File: src/rtl/core/sdspi_pkg.sv
package sdspi_pkg;

    localparam int unsigned PHASE_W = 4;

    localparam logic [PHASE_W-1:0] PH_IDLE  = 4'd0;
    localparam logic [PHASE_W-1:0] PH_CMD   = 4'd1;
    localparam logic [PHASE_W-1:0] PH_ARG   = 4'd2;
    localparam logic [PHASE_W-1:0] PH_CRC   = 4'd3;
    localparam logic [PHASE_W-1:0] PH_FILL  = 4'd4;
    localparam logic [PHASE_W-1:0] PH_R1    = 4'd5;
    localparam logic [PHASE_W-1:0] PH_BUSY  = 4'd6;
    localparam logic [PHASE_W-1:0] PH_R2A   = 4'd7;
    localparam logic [PHASE_W-1:0] PH_R2B   = 4'd8;
    localparam logic [PHASE_W-1:0] PH_TRAIL = 4'd9;

    localparam logic       OP_START    = 1'b0;
    localparam logic       OP_EXCHANGE = 1'b1;

    localparam logic [1:0] RESP_R1  = 2'd1;
    localparam logic [1:0] RESP_R1B = 2'd2;
    localparam logic [1:0] RESP_R2  = 2'd3;

    localparam logic [7:0]  CMD_PREFIX    = 8'h40;
    localparam logic [7:0]  CRC_CMD0      = 8'h95;
    localparam logic [7:0]  FILL_BYTE     = 8'hFF;
    localparam logic [7:0]  POLL_LIMIT_RST = 8'd100;
    localparam logic [15:0] R1_PREFIX     = 16'hFF00;
    localparam logic [15:0] RESP_NONE     = 16'hFFFF;

    typedef struct packed {
        logic        opcode;
        logic [5:0]  cmd_index;
        logic [31:0] argument;
        logic [1:0]  response_type;
        logic        keep_cs_low;
        logic [7:0]  miso_byte;
    } item_t;

    typedef struct packed {
        logic [PHASE_W-1:0] phase;
        logic [2:0]         byte_count;
        logic [7:0]         poll_count;
        logic [5:0]         idx;
        logic [31:0]        arg;
        logic [1:0]         rtype;
        logic               keep;
        logic [15:0]        resp;
        logic               cs;
    } seq_state_t;

    typedef struct packed {
        logic        send_valid;
        logic [7:0]  mosi_byte;
        logic        cs_level;
        logic        done_res;
        logic [15:0] response;
    } result_t;

endpackage

File: src/rtl/core/sdspi_step.sv
module sdspi_step (
    input  sdspi_pkg::item_t      item,
    input  sdspi_pkg::seq_state_t cur,
    input  logic [7:0]            poll_limit,
    output sdspi_pkg::seq_state_t nxt,
    output sdspi_pkg::result_t    res
);

    logic       send;
    logic       done;
    logic [7:0] mosi;
    logic       limit_hit;

    assign limit_hit = (cur.poll_count >= poll_limit);

    always_comb begin
        nxt  = cur;
        send = 1'b1;
        done = 1'b0;
        mosi = sdspi_pkg::FILL_BYTE;

        if (item.opcode == sdspi_pkg::OP_START) begin
            nxt.idx        = item.cmd_index;
            nxt.arg        = item.argument;
            nxt.rtype      = item.response_type;
            nxt.keep       = item.keep_cs_low;
            nxt.byte_count = 3'd0;
            nxt.poll_count = 8'd0;
            nxt.resp       = sdspi_pkg::RESP_NONE;
            nxt.cs         = 1'b0;
            nxt.phase      = sdspi_pkg::PH_CMD;
            mosi           = sdspi_pkg::CMD_PREFIX | {2'b00, item.cmd_index};
        end else begin
            case (cur.phase)
                sdspi_pkg::PH_CMD: begin
                    nxt.byte_count = 3'd0;
                    nxt.phase      = sdspi_pkg::PH_ARG;
                    mosi           = cur.arg[31:24];
                end
                sdspi_pkg::PH_ARG: begin
                    nxt.byte_count = cur.byte_count + 3'd1;
                    case (cur.byte_count)
                        3'd0: mosi = cur.arg[23:16];
                        3'd1: mosi = cur.arg[15:8];
                        3'd2: mosi = cur.arg[7:0];
                        default: begin
                            nxt.byte_count = cur.byte_count;
                            nxt.phase      = sdspi_pkg::PH_CRC;
                            mosi = (cur.idx == 6'd0) ? sdspi_pkg::CRC_CMD0
                                                     : sdspi_pkg::FILL_BYTE;
                        end
                    endcase
                end
                sdspi_pkg::PH_CRC: begin
                    nxt.phase = sdspi_pkg::PH_FILL;
                end
                sdspi_pkg::PH_FILL: begin
                    if (cur.rtype == sdspi_pkg::RESP_R2) begin
                        nxt.phase = sdspi_pkg::PH_R2A;
                    end else begin
                        nxt.poll_count = 8'd1;
                        nxt.phase      = sdspi_pkg::PH_R1;
                    end
                end
                sdspi_pkg::PH_R1: begin
                    if (item.miso_byte != 8'hFF || limit_hit) begin
                        nxt.resp = (item.miso_byte != 8'hFF)
                                 ? (sdspi_pkg::R1_PREFIX | {8'h00, item.miso_byte})
                                 : sdspi_pkg::RESP_NONE;
                        // R1b goes on to the busy wait, others wrap up
                        if (cur.rtype == sdspi_pkg::RESP_R1B) begin
                            nxt.poll_count = 8'd1;
                            nxt.phase      = sdspi_pkg::PH_BUSY;
                        end else begin
                            nxt.cs    = cur.cs | ~cur.keep;
                            nxt.phase = sdspi_pkg::PH_TRAIL;
                        end
                    end else begin
                        nxt.poll_count = cur.poll_count + 8'd1;
                    end
                end
                sdspi_pkg::PH_BUSY: begin
                    if (item.miso_byte != 8'h00 || limit_hit) begin
                        nxt.cs    = cur.cs | ~cur.keep;
                        nxt.phase = sdspi_pkg::PH_TRAIL;
                    end else begin
                        nxt.poll_count = cur.poll_count + 8'd1;
                    end
                end
                sdspi_pkg::PH_R2A: begin
                    nxt.resp  = {item.miso_byte, 8'h00};
                    nxt.phase = sdspi_pkg::PH_R2B;
                end
                sdspi_pkg::PH_R2B: begin
                    nxt.resp  = {cur.resp[15:8], cur.resp[7:0] | item.miso_byte};
                    nxt.cs    = cur.cs | ~cur.keep;
                    nxt.phase = sdspi_pkg::PH_TRAIL;
                end
                sdspi_pkg::PH_TRAIL: begin
                    nxt.phase = sdspi_pkg::PH_IDLE;
                    send      = 1'b0;
                    done      = 1'b1;
                end
                default: begin
                    // idle or unused code: drop the request
                    nxt.phase = sdspi_pkg::PH_IDLE;
                    send      = 1'b0;
                end
            endcase
        end

        res.send_valid = send;
        res.mosi_byte  = send ? mosi : 8'h00;
        res.cs_level   = nxt.cs;
        res.done_res   = done;
        res.response   = done ? nxt.resp : 16'h0000;
    end

endmodule

File: src/rtl/core/sd_spi_command_sequencer_core.sv
// Path: an accepted request is captured in the input register, then its result in the
// result register, which drives m_tvalid; while the output stalls, the request waits.
// Throughput: one request per cycle unless m_tready stalls; state updates in a single step.
// Reset: aresetn low at a rising edge clears both stages, returns the sequencer to idle
// with chip select released, and sets poll_limit to 100.
module sd_spi_command_sequencer_core (
    input  logic        aclk,
    input  logic        aresetn,

    input  logic        poll_limit_we,
    input  logic [7:0]  poll_limit_wdata,

    input  logic        s_tvalid,
    output logic        s_tready,
    // [5:0] cmd_index, [37:6] argument, [39:38] response_type,
    // [40] keep_cs_low, [48:41] miso_byte, [55:49] zero
    input  logic [55:0] s_tdata,
    // [0] opcode
    input  logic [0:0]  s_tuser,

    output logic        m_tvalid,
    input  logic        m_tready,
    // [7:0] mosi_byte, [8] cs_level, [24:9] response, [31:25] zero
    output logic [31:0] m_tdata,
    // [0] send_valid, [1] done_res
    output logic [1:0]  m_tuser
);

    logic                  in_valid_reg;
    sdspi_pkg::item_t      in_item_reg;
    sdspi_pkg::seq_state_t state_reg;
    sdspi_pkg::seq_state_t state_next;
    sdspi_pkg::result_t    res_next;
    sdspi_pkg::result_t    res_reg;
    logic                  out_valid_reg;
    logic [7:0]            poll_limit_reg;
    logic                  advance;

    assign advance  = in_valid_reg && (!out_valid_reg || m_tready);
    assign s_tready = !in_valid_reg || advance;

    always_ff @(posedge aclk) begin
        if (!aresetn) begin
            poll_limit_reg <= sdspi_pkg::POLL_LIMIT_RST;
        end else if (poll_limit_we) begin
            poll_limit_reg <= poll_limit_wdata;
        end
    end

    always_ff @(posedge aclk) begin
        if (!aresetn) begin
            in_valid_reg <= 1'b0;
        end else if (s_tready) begin
            in_valid_reg <= s_tvalid;
        end
    end

    always_ff @(posedge aclk) begin
        if (s_tvalid && s_tready) begin
            in_item_reg.opcode        <= s_tuser[0];
            in_item_reg.cmd_index     <= s_tdata[5:0];
            in_item_reg.argument      <= s_tdata[37:6];
            in_item_reg.response_type <= s_tdata[39:38];
            in_item_reg.keep_cs_low   <= s_tdata[40];
            in_item_reg.miso_byte     <= s_tdata[48:41];
        end
    end

    sdspi_step u_step (
        .item       (in_item_reg),
        .cur        (state_reg),
        .poll_limit (poll_limit_reg),
        .nxt        (state_next),
        .res        (res_next)
    );

    always_ff @(posedge aclk) begin
        if (!aresetn) begin
            state_reg.phase      <= sdspi_pkg::PH_IDLE;
            state_reg.byte_count <= 3'd0;
            state_reg.poll_count <= 8'd0;
            state_reg.idx        <= 6'd0;
            state_reg.arg        <= 32'd0;
            state_reg.rtype      <= sdspi_pkg::RESP_R1;
            state_reg.keep       <= 1'b0;
            state_reg.resp       <= sdspi_pkg::RESP_NONE;
            state_reg.cs         <= 1'b1;
        end else if (advance) begin
            state_reg <= state_next;
        end
    end

    always_ff @(posedge aclk) begin
        if (!aresetn) begin
            out_valid_reg <= 1'b0;
        end else if (advance) begin
            out_valid_reg <= 1'b1;
        end else if (m_tready) begin
            out_valid_reg <= 1'b0;
        end
    end

    always_ff @(posedge aclk) begin
        if (advance) begin
            res_reg <= res_next;
        end
    end

    assign m_tvalid = out_valid_reg;
    assign m_tdata  = {7'd0, res_reg.response, res_reg.cs_level, res_reg.mosi_byte};
    assign m_tuser  = {res_reg.done_res, res_reg.send_valid};

    a_done_no_send: assert property (@(posedge aclk) disable iff (!aresetn)
        m_tvalid && m_tuser[1] |-> !m_tuser[0])
        else $error("done result also asks for a byte exchange");

    a_start_asserts_cs: assert property (@(posedge aclk) disable iff (!aresetn)
        advance && (in_item_reg.opcode == sdspi_pkg::OP_START) |=>
            !state_reg.cs && (state_reg.phase == sdspi_pkg::PH_CMD))
        else $error("start request did not assert chip select");

    a_trail_to_idle: assert property (@(posedge aclk) disable iff (!aresetn)
        advance && (in_item_reg.opcode == sdspi_pkg::OP_EXCHANGE)
            && (state_reg.phase == sdspi_pkg::PH_TRAIL) |=>
            (state_reg.phase == sdspi_pkg::PH_IDLE) && m_tuser[1])
        else $error("trailing exchange did not finish the sequence");

    a_stall_holds_state: assert property (@(posedge aclk) disable iff (!aresetn)
        !advance |=> $stable(state_reg))
        else $error("sequencer state moved without a request");

endmodule

File: config.mk
export PLATFORM = sky130hd
export DESIGN_NAME = sd_spi_command_sequencer_core
export DESIGN_NICKNAME = d
export VERILOG_FILES = /design/src/rtl/core/sdspi_pkg.sv /design/src/rtl/core/sdspi_step.sv /design/src/rtl/core/sd_spi_command_sequencer_core.sv
export SDC_FILE = /design/constraint.sdc
export NUM_CORES = 1
export LEC_CHECK = 0
export BUFFER_PORTS_ARGS = -buffer_cell sky130_fd_sc_hd__buf_2
export CORE_UTILIZATION = 40
export CTS_BUF_LIST = sky130_fd_sc_hd__clkbuf_8
export DETAILED_ROUTE_END_ITERATION = 12
export GPL_ROUTABILITY_DRIVEN = 0
export PLACE_DENSITY = 0.6
export SYNTH_ARGS = -nofsm -noshare
export SYNTH_HDL_FRONTEND = slang
export SYNTH_SLANG_ARGS = --single-unit
File: constraint.sdc
create_clock -name aclk -period 4.4 [get_ports aclk]
set_input_delay 0.44 -clock aclk [delete_from_list [all_inputs] [get_ports aclk]]
set_output_delay 0.44 -clock aclk [all_outputs]
set_load 0.005 [all_outputs]
==> flow_metrics.py, run 1 <==
metrics = {
    "power_and_ir_drop": {
        "p_leak_nw": 2.98,
        "pwr-share-comb": 0.060,
        "peakVddDrop_mv": 0.180,
        "p_sw_w": 0.000701,
        "pwr-share-clk": 0.367,
        "swShare": 0.243,
        "powerDensity_nw_per_um2": 371,
        "internal_power_w": 0.00218,
        "seqPwrFrac": 0.573,
    },
    "timing": {
        "max_clock_freq_ghz": 0.381,
        "hold_slack_ns": 0.154,
        "finalSetupViolCount": 0,
        "fin_crit_sh": 0.596,
        "finalCriticalPeriod_ns": 2.62,
        "rsz0062_at_grt": "false",
        "slew_headroom": 0.229,
        "hold_viol": 0,
        "slew_violations": 0,
        "clock_skew_ns": 0.0115,
        "worstMarginPinSlew_ns": 1.16,
        "finalSetupTns_ns": 0,
    },
    "min_path": {
        "hold_depth": 1,
        "hold_end": "in_item_reg[38]$_DFFE_PP_",
        "hold_path.class": "in -> reg",
        "worstHoldStart": "s_tdata[33]",
    },
    "critical_path": {
        "arrival_ns": 2.97,
        "rrSetupSlack_ns": 1.78,
        "reg2reg_depth": 7,
        "rr_endpoint": "state_reg[58]$_SDFFE_PN0P_",
        "crit_fanout": 15,
        "critPathKind": "reg -> reg",
        "r2r_start": "m_tvalid$_SDFFE_PN0P_",
        "cp.required_ns": 4.75,
        "cp-end-kind": "flip-flop",
        "start_kind": "flip-flop",
    },
    "synth": {
        "ys_ff_latch": 160,
        "yosysUniqueCellTypes": 72,
        "async_flop_share": 0,
        "syn-mean-instance-area_um2": 11.0,
        "synth_cells": 620,
        "syn_area_um2": 6800,
        "synthFlopType": "dfxtp_1",
        "synth_edf_count": 77,
        "ys_seq_area_frac": 0.584,
        "ys.warnings.count": 0,
    },
    "cts": {
        "numCtsBuffers": 17,
        "htree_levels": 4,
        "cts_setup_buffers": 0,
        "path_clk_slew_ns": 0.09,
        "clock_latency_ns": 0.45,
        "clk_path_buf_depth": 2,
        "clockRootBuffer": "clkbuf_8",
        "cts_hold_buf": 0,
        "cts_tree": "done",
        "cts.sinks": 160,
        "post_cts_resized": 0,
    },
    "die": {
        "ios": 106,
        "start_util": 0.410,
        "die_h_um": 132,
        "die_area_um2": 17500,
        "rows": 47,
        "core_um2": 16600,
        "die_x_um": 132,
    },
    "detailed_routing": {
        "wl_mm": 14.0,
        "route.vias.total": 4813,
        "drtAntennaViolNets": 0,
        "drt_iter0_markers": 335,
        "dr.pass1.iters": 5,
        "routed_via_density": 5.15,
        "drcViolationCount": 0,
        "wl_per_cell_um": 15.0,
    },
    "grt": {
        "grt_first_pass_wirelength_mm": 22.8,
        "grt.total_usage": 0.166,
        "grt_pass1_vias": 4637,
        "grt_antenna_before_repair": 0,
        "overflow": 0,
        "grt_max_degree": 70,
    },
    "final_layout": {
        "area_growth_pct": 14.4,
        "drive_gt1_frac": 0.213,
        "mostFrequentLayoutCells": "130 x nand2_1, 91 x buf_2, 83 x dfxtp_1",
        "diodes": 0,
        "largest_reg_flops": 73,
        "final_common_cell": "nand2_1",
        "final_cells": 934,
        "nets": 784,
    },
    "placement": {
        "io_buffers": 91,
        "dpl.cell_count": 902,
        "hpwl_mm": 9.58,
    },
    "outcome": {
        "status": "finished clean",
    },
    "flow_run": {
        "cap_violations": 0,
    },
}
==> how the worst max path moves through the flow <==
stage | from | endpoint | depth (start not counted)
3_5_place_dp | m_tready | state_reg[58]$_SDFFE_PN0P_ | 8
2_1_floorplan | m_tready | state_reg[61]$_SDFFE_PN0P_ | 8
4_1_cts | m_tvalid$_SDFFE_PN0P_ | state_reg[58]$_SDFFE_PN0P_ | 7
5_1_grt | m_tvalid$_SDFFE_PN0P_ | state_reg[39]$_SDFFE_PN0P_ | 7
6_report | m_tvalid$_SDFFE_PN0P_ | state_reg[58]$_SDFFE_PN0P_ | 7
3_3_place_gp | m_tready | state_reg[58]$_SDFFE_PN0P_ | 8
==> power by group through the flow <==
| stage | combinational [W] | sequential, W | clock [W] |
|---|---|---|---|
| 4_1_cts | 0.000175 | 0.00165 | 0.00109 |
| 5_1_grt | 0.000193 | 0.00166 | 0.00115 |
| 3_3_place_gp | 0.000171 | 0.00169 | 0 |
| 6_report | 0.000172 | 0.00165 | 0.00106 |
| 2_1_floorplan | 0.000115 | 0.00168 | 0 |
| 3_5_place_dp | 0.000174 | 0.00169 | 0 |
==> logic make-up after synthesis <==
group           count (synthesis)  share of synthesized area
simple gates                  229                      0.159
flops                         160                      0.584
compound gates                154                      0.181
buf+inv                        54                     0.0375
fa+ha+maj                      13                     0.0239
mux                             8                     0.0121
other cells                     1                   0.000552
xor+xnor                        1                    0.00129
==> synth_stat cells, types with 2 or more instances <==
cell type | n | share of area
a21boi_0 | 44 | 0.049
a21o_1 | 7 | 0.0077
a21oi_1 | 9 | 0.0066
a221o_1 | 7 | 0.010
a222oi_1 | 8 | 0.012
a22o_1 | 3 | 0.0039
a31o_2 | 2 | 0.0026
a31oi_1 | 11 | 0.010
and2_1 | 12 | 0.011
and3_1 | 4 | 0.0037
buf_2 | 9 | 0.0066
buf_4 | 7 | 0.0077
buf_6 | 2 | 0.0033
clkbuf_1 | 20 | 0.011
dfxtp_1 | 83 | 0.24
edfxtp_1 | 77 | 0.34
ha_1 | 13 | 0.024
inv_1 | 15 | 0.0083
mux2_2 | 2 | 0.0033
mux2i_1 | 6 | 0.0088
nand2_1 | 130 | 0.072
nand2b_1 | 7 | 0.0064
nand3_1 | 17 | 0.013
nand3b_1 | 3 | 0.0033
nand4_1 | 4 | 0.0037
nor2_1 | 16 | 0.0088
nor2b_1 | 14 | 0.013
nor3_1 | 7 | 0.0052
nor4_2 | 2 | 0.0037
o211ai_1 | 6 | 0.0066
o21a_1 | 4 | 0.0044
o21ai_0 | 16 | 0.012
o22a_1 | 7 | 0.0090
o22ai_1 | 5 | 0.0046
o31ai_1 | 2 | 0.0022
or3_1 | 2 | 0.0018
or4_4 | 2 | 0.0033
==> critical path: stages (launching register included) <==
cell and delay [ns]:
dfxtp_1 0.33, nor2b_1 0.23, nand2b_1 0.51, inv_1 0.49
and3_1 0.31, a31oi_4 0.30, a311oi_1 0.09, a31o_2 0.24
==> layer usage <==
metal  vias to the layer above  GRT usage  part of all wire
met1                      2278      0.210              0.46
met5                         -          0                 0
li1                       2403          -                 -
met2                       120      0.276              0.49
met4                         0     0.0594            0.0090
met3                        12     0.0404             0.043
==> metrics by stage <==
| stage | instance area, µm² | setup slack, ns | power (W) | utilization |
|---|---|---|---|---|
| 6_report | 7770 | 1.78 | 0.00288 | 0.469 |
| 4_1_cts | 7770 | 1.75 | 0.00292 | 0.469 |
| 3_3_place_gp | 7390 | 1.62 | 0.00186 | 0.445 |
| 2_1_floorplan | 6820 | 2.07 | 0.00179 | - |
| 3_5_place_dp | 7390 | 1.57 | 0.00186 | 0.445 |
| 5_1_grt | 7770 | 1.61 | 0.00300 | 0.469 |
==> area by class of cell <==
class	count	area (µm²)
Fill cell	1562	8810
Sequential cell	160	3970
Multi-Input combinational cell	412	2600
Timing Repair Buffer	95	485
Tap cell	220	275
Clock buffer	19	262
Clock inverter	13	126
Inverter	15	56.3
(Power assumes the default switching activity.)
==> run 2, diff against run 1 <==
Settings changed: PLACE_DENSITY 0.6 to 0.62.
Clock period 4.4 ns to 2.3 ns, I/O delays scaled along.
==> flow_metrics.py, run 2 (synthesis gave the netlist of run 1 again) <==
metrics = {
    "outcome": {
        "status": "finished clean",
    },
    "final_layout": {
        "largest_reg_flops": 73,
        "area_growth_pct": 26.8,
        "nets": 863,
        "final_cell_area_um2": 8620,
        "final_common_cell": "nand2_1",
        "multiInputGateArea_um2": 2690,
        "fillers": 1493,
        "mostFrequentLayoutCells": "129 x nand2_1, 91 x buf_2, 78 x dfxtp_1",
        "drive_gt1_frac": 0.241,
        "regArea_um2": 3980,
        "final_cells": 1014,
    },
    "detailed_routing": {
        "dr.pass1.iters": 5,
        "routed_via_density": 5.10,
        "wl_per_cell_um": 14.9,
        "route.vias.total": 5173,
        "wl_mm": 15.1,
        "drcViolationCount": 0,
        "drt_iter0_markers": 308,
        "drtAntennaViolNets": 0,
    },
    "critical_path": {
        "critPathKind": "reg -> reg",
        "cp-end-kind": "flip-flop",
        "cp.required_ns": 2.65,
        "crit_fanout": 8,
        "r2r_start": "state_reg[58]$_SDFFE_PN0P_",
        "start_kind": "flip-flop",
        "crit_start": "state_reg[58]$_SDFFE_PN0P_",
        "arrival_ns": 2.60,
        "reg2reg_depth": 8,
    },
    "die": {
        "rows": 47,
        "core_um2": 16600,
        "die_x_um": 132,
        "ios": 106,
        "start_util": 0.410,
        "die_h_um": 132,
        "die_area_um2": 17500,
    },
    "timing": {
        "finalSetupViolCount": 0,
        "max_clock_freq_ghz": 0.445,
        "clock_skew_ns": 0.0136,
        "hold_viol": 0,
        "fin_crit_sh": 0.977,
        "slew_headroom": 0.580,
        "worstMarginPinSlew_ns": 0.630,
        "hold_slack_ns": 0.0323,
        "slew_violations": 0,
        "rsz0062_at_grt": "false",
        "finalCriticalPeriod_ns": 2.25,
        "finalSetupTns_ns": 0,
    },
    "cts": {
        "cts_tree": "done",
        "htree_levels": 4,
        "cts.sinks": 160,
        "path_clk_slew_ns": 0.09,
        "clock_latency_ns": 0.46,
        "clockRootBuffer": "clkbuf_8",
        "clk_path_buf_depth": 2,
        "numCtsBuffers": 17,
    },
    "min_path": {
        "hold_path.class": "in -> reg",
        "worstHoldStart": "poll_limit_wdata[4]",
        "hold_depth": 3,
    },
    "grt": {
        "grt_antenna_before_repair": 1,
        "grt_pass1_vias": 5107,
        "grt.total_usage": 0.180,
        "grt_max_degree": 71,
        "overflow": 0,
        "grt_first_pass_wirelength_mm": 24.7,
    },
    "power_and_ir_drop": {
        "peakVddDrop_mv": 0.450,
        "p_leak_nw": 3.38,
        "powerDensity_nw_per_um2": 648,
        "total_power_w": 0.00559,
    },
    "flow_run": {
        "cap_violations": 0,
    },
    "placement": {
        "placed_area_um2": 7580,
        "io_buffers": 91,
        "dpl.cell_count": 925,
        "hpwl_mm": 10.2,
    },
}
==> run 2: changes by cell type in the layout (fill, tap and decap cells not counted), moves of 2 or more <==
cell,before,now
dfxtp_2,0,5
ha_4,0,2
dlygate4sd3_1,0,54
ha_1,13,10
buf_4,4,26
buf_12,0,2
dfxtp_1,83,78
clkinv_2,1,3
==> run 2: metal layers <==
layer,routed length [µm],track usage
met2,7610,0.310
met1,6690,0.215
met3,624,0.0469
met4,227,0.0734
met5,0,0
==> run 2: power breakdown <==
group | leakage, nW | switching (W) | total (W) | internal [W]
sequential | 1.43 | 0.0000504 | 0.00315 | 0.00310
clock | 0.197 | 0.00109 | 0.00199 | 0.000898
combinational | 1.75 | 0.000226 | 0.000454 | 0.000228
==> run 2: final cells by class <==
type	count	share of cell area
antenna	1	0.000290
clock buffer	18	0.0287
clock inverter	14	0.0149
inverter	15	0.00653
multi-input combinational	412	0.312
sequential	160	0.462
tap	220	0.0319
timing repair buffer	174	0.144
==> run 2: repair_timing <==
action	CTS	global route
setup endpoints to repair	26	20
endpoints found under the hold margin	54	0
pin swaps	3	6
buffers inserted	1	1
resized for setup	6	14
hold buffers	54	0
==> run 2: final timing paths <==
check	to	slack (ns)
worst max register to register	state_reg[4]$_SDFFE_PN1P_	0.05
worst max-delay path	state_reg[4]$_SDFFE_PN1P_	0.05
worst min-delay path	poll_limit_reg[4]$_SDFFE_PN0P_	0.03
worst min register to register	state_reg[18]$_SDFFE_PN1P_	0.47
==> run 2: per-stage QoR <==
stage                     utilization  setup slack, ns
after detailed placement        0.457          -0.0860
after CTS                       0.516           0.0366
after floorplan                     -           0.0121
after global routing            0.520          0.00960
final                           0.520           0.0526
after global placement          0.457          0.00869
==> run 2: critical path: stages, from the launching register on <==
cell	delay, ns
dfxtp_2	0.33
inv_1	0.04
ha_1	0.28
nand2b_4	0.15
a2111oi_4	0.43
o31a_4	0.23
a211o_4	0.17
a21oi_4	0.10
a221o_2	0.40
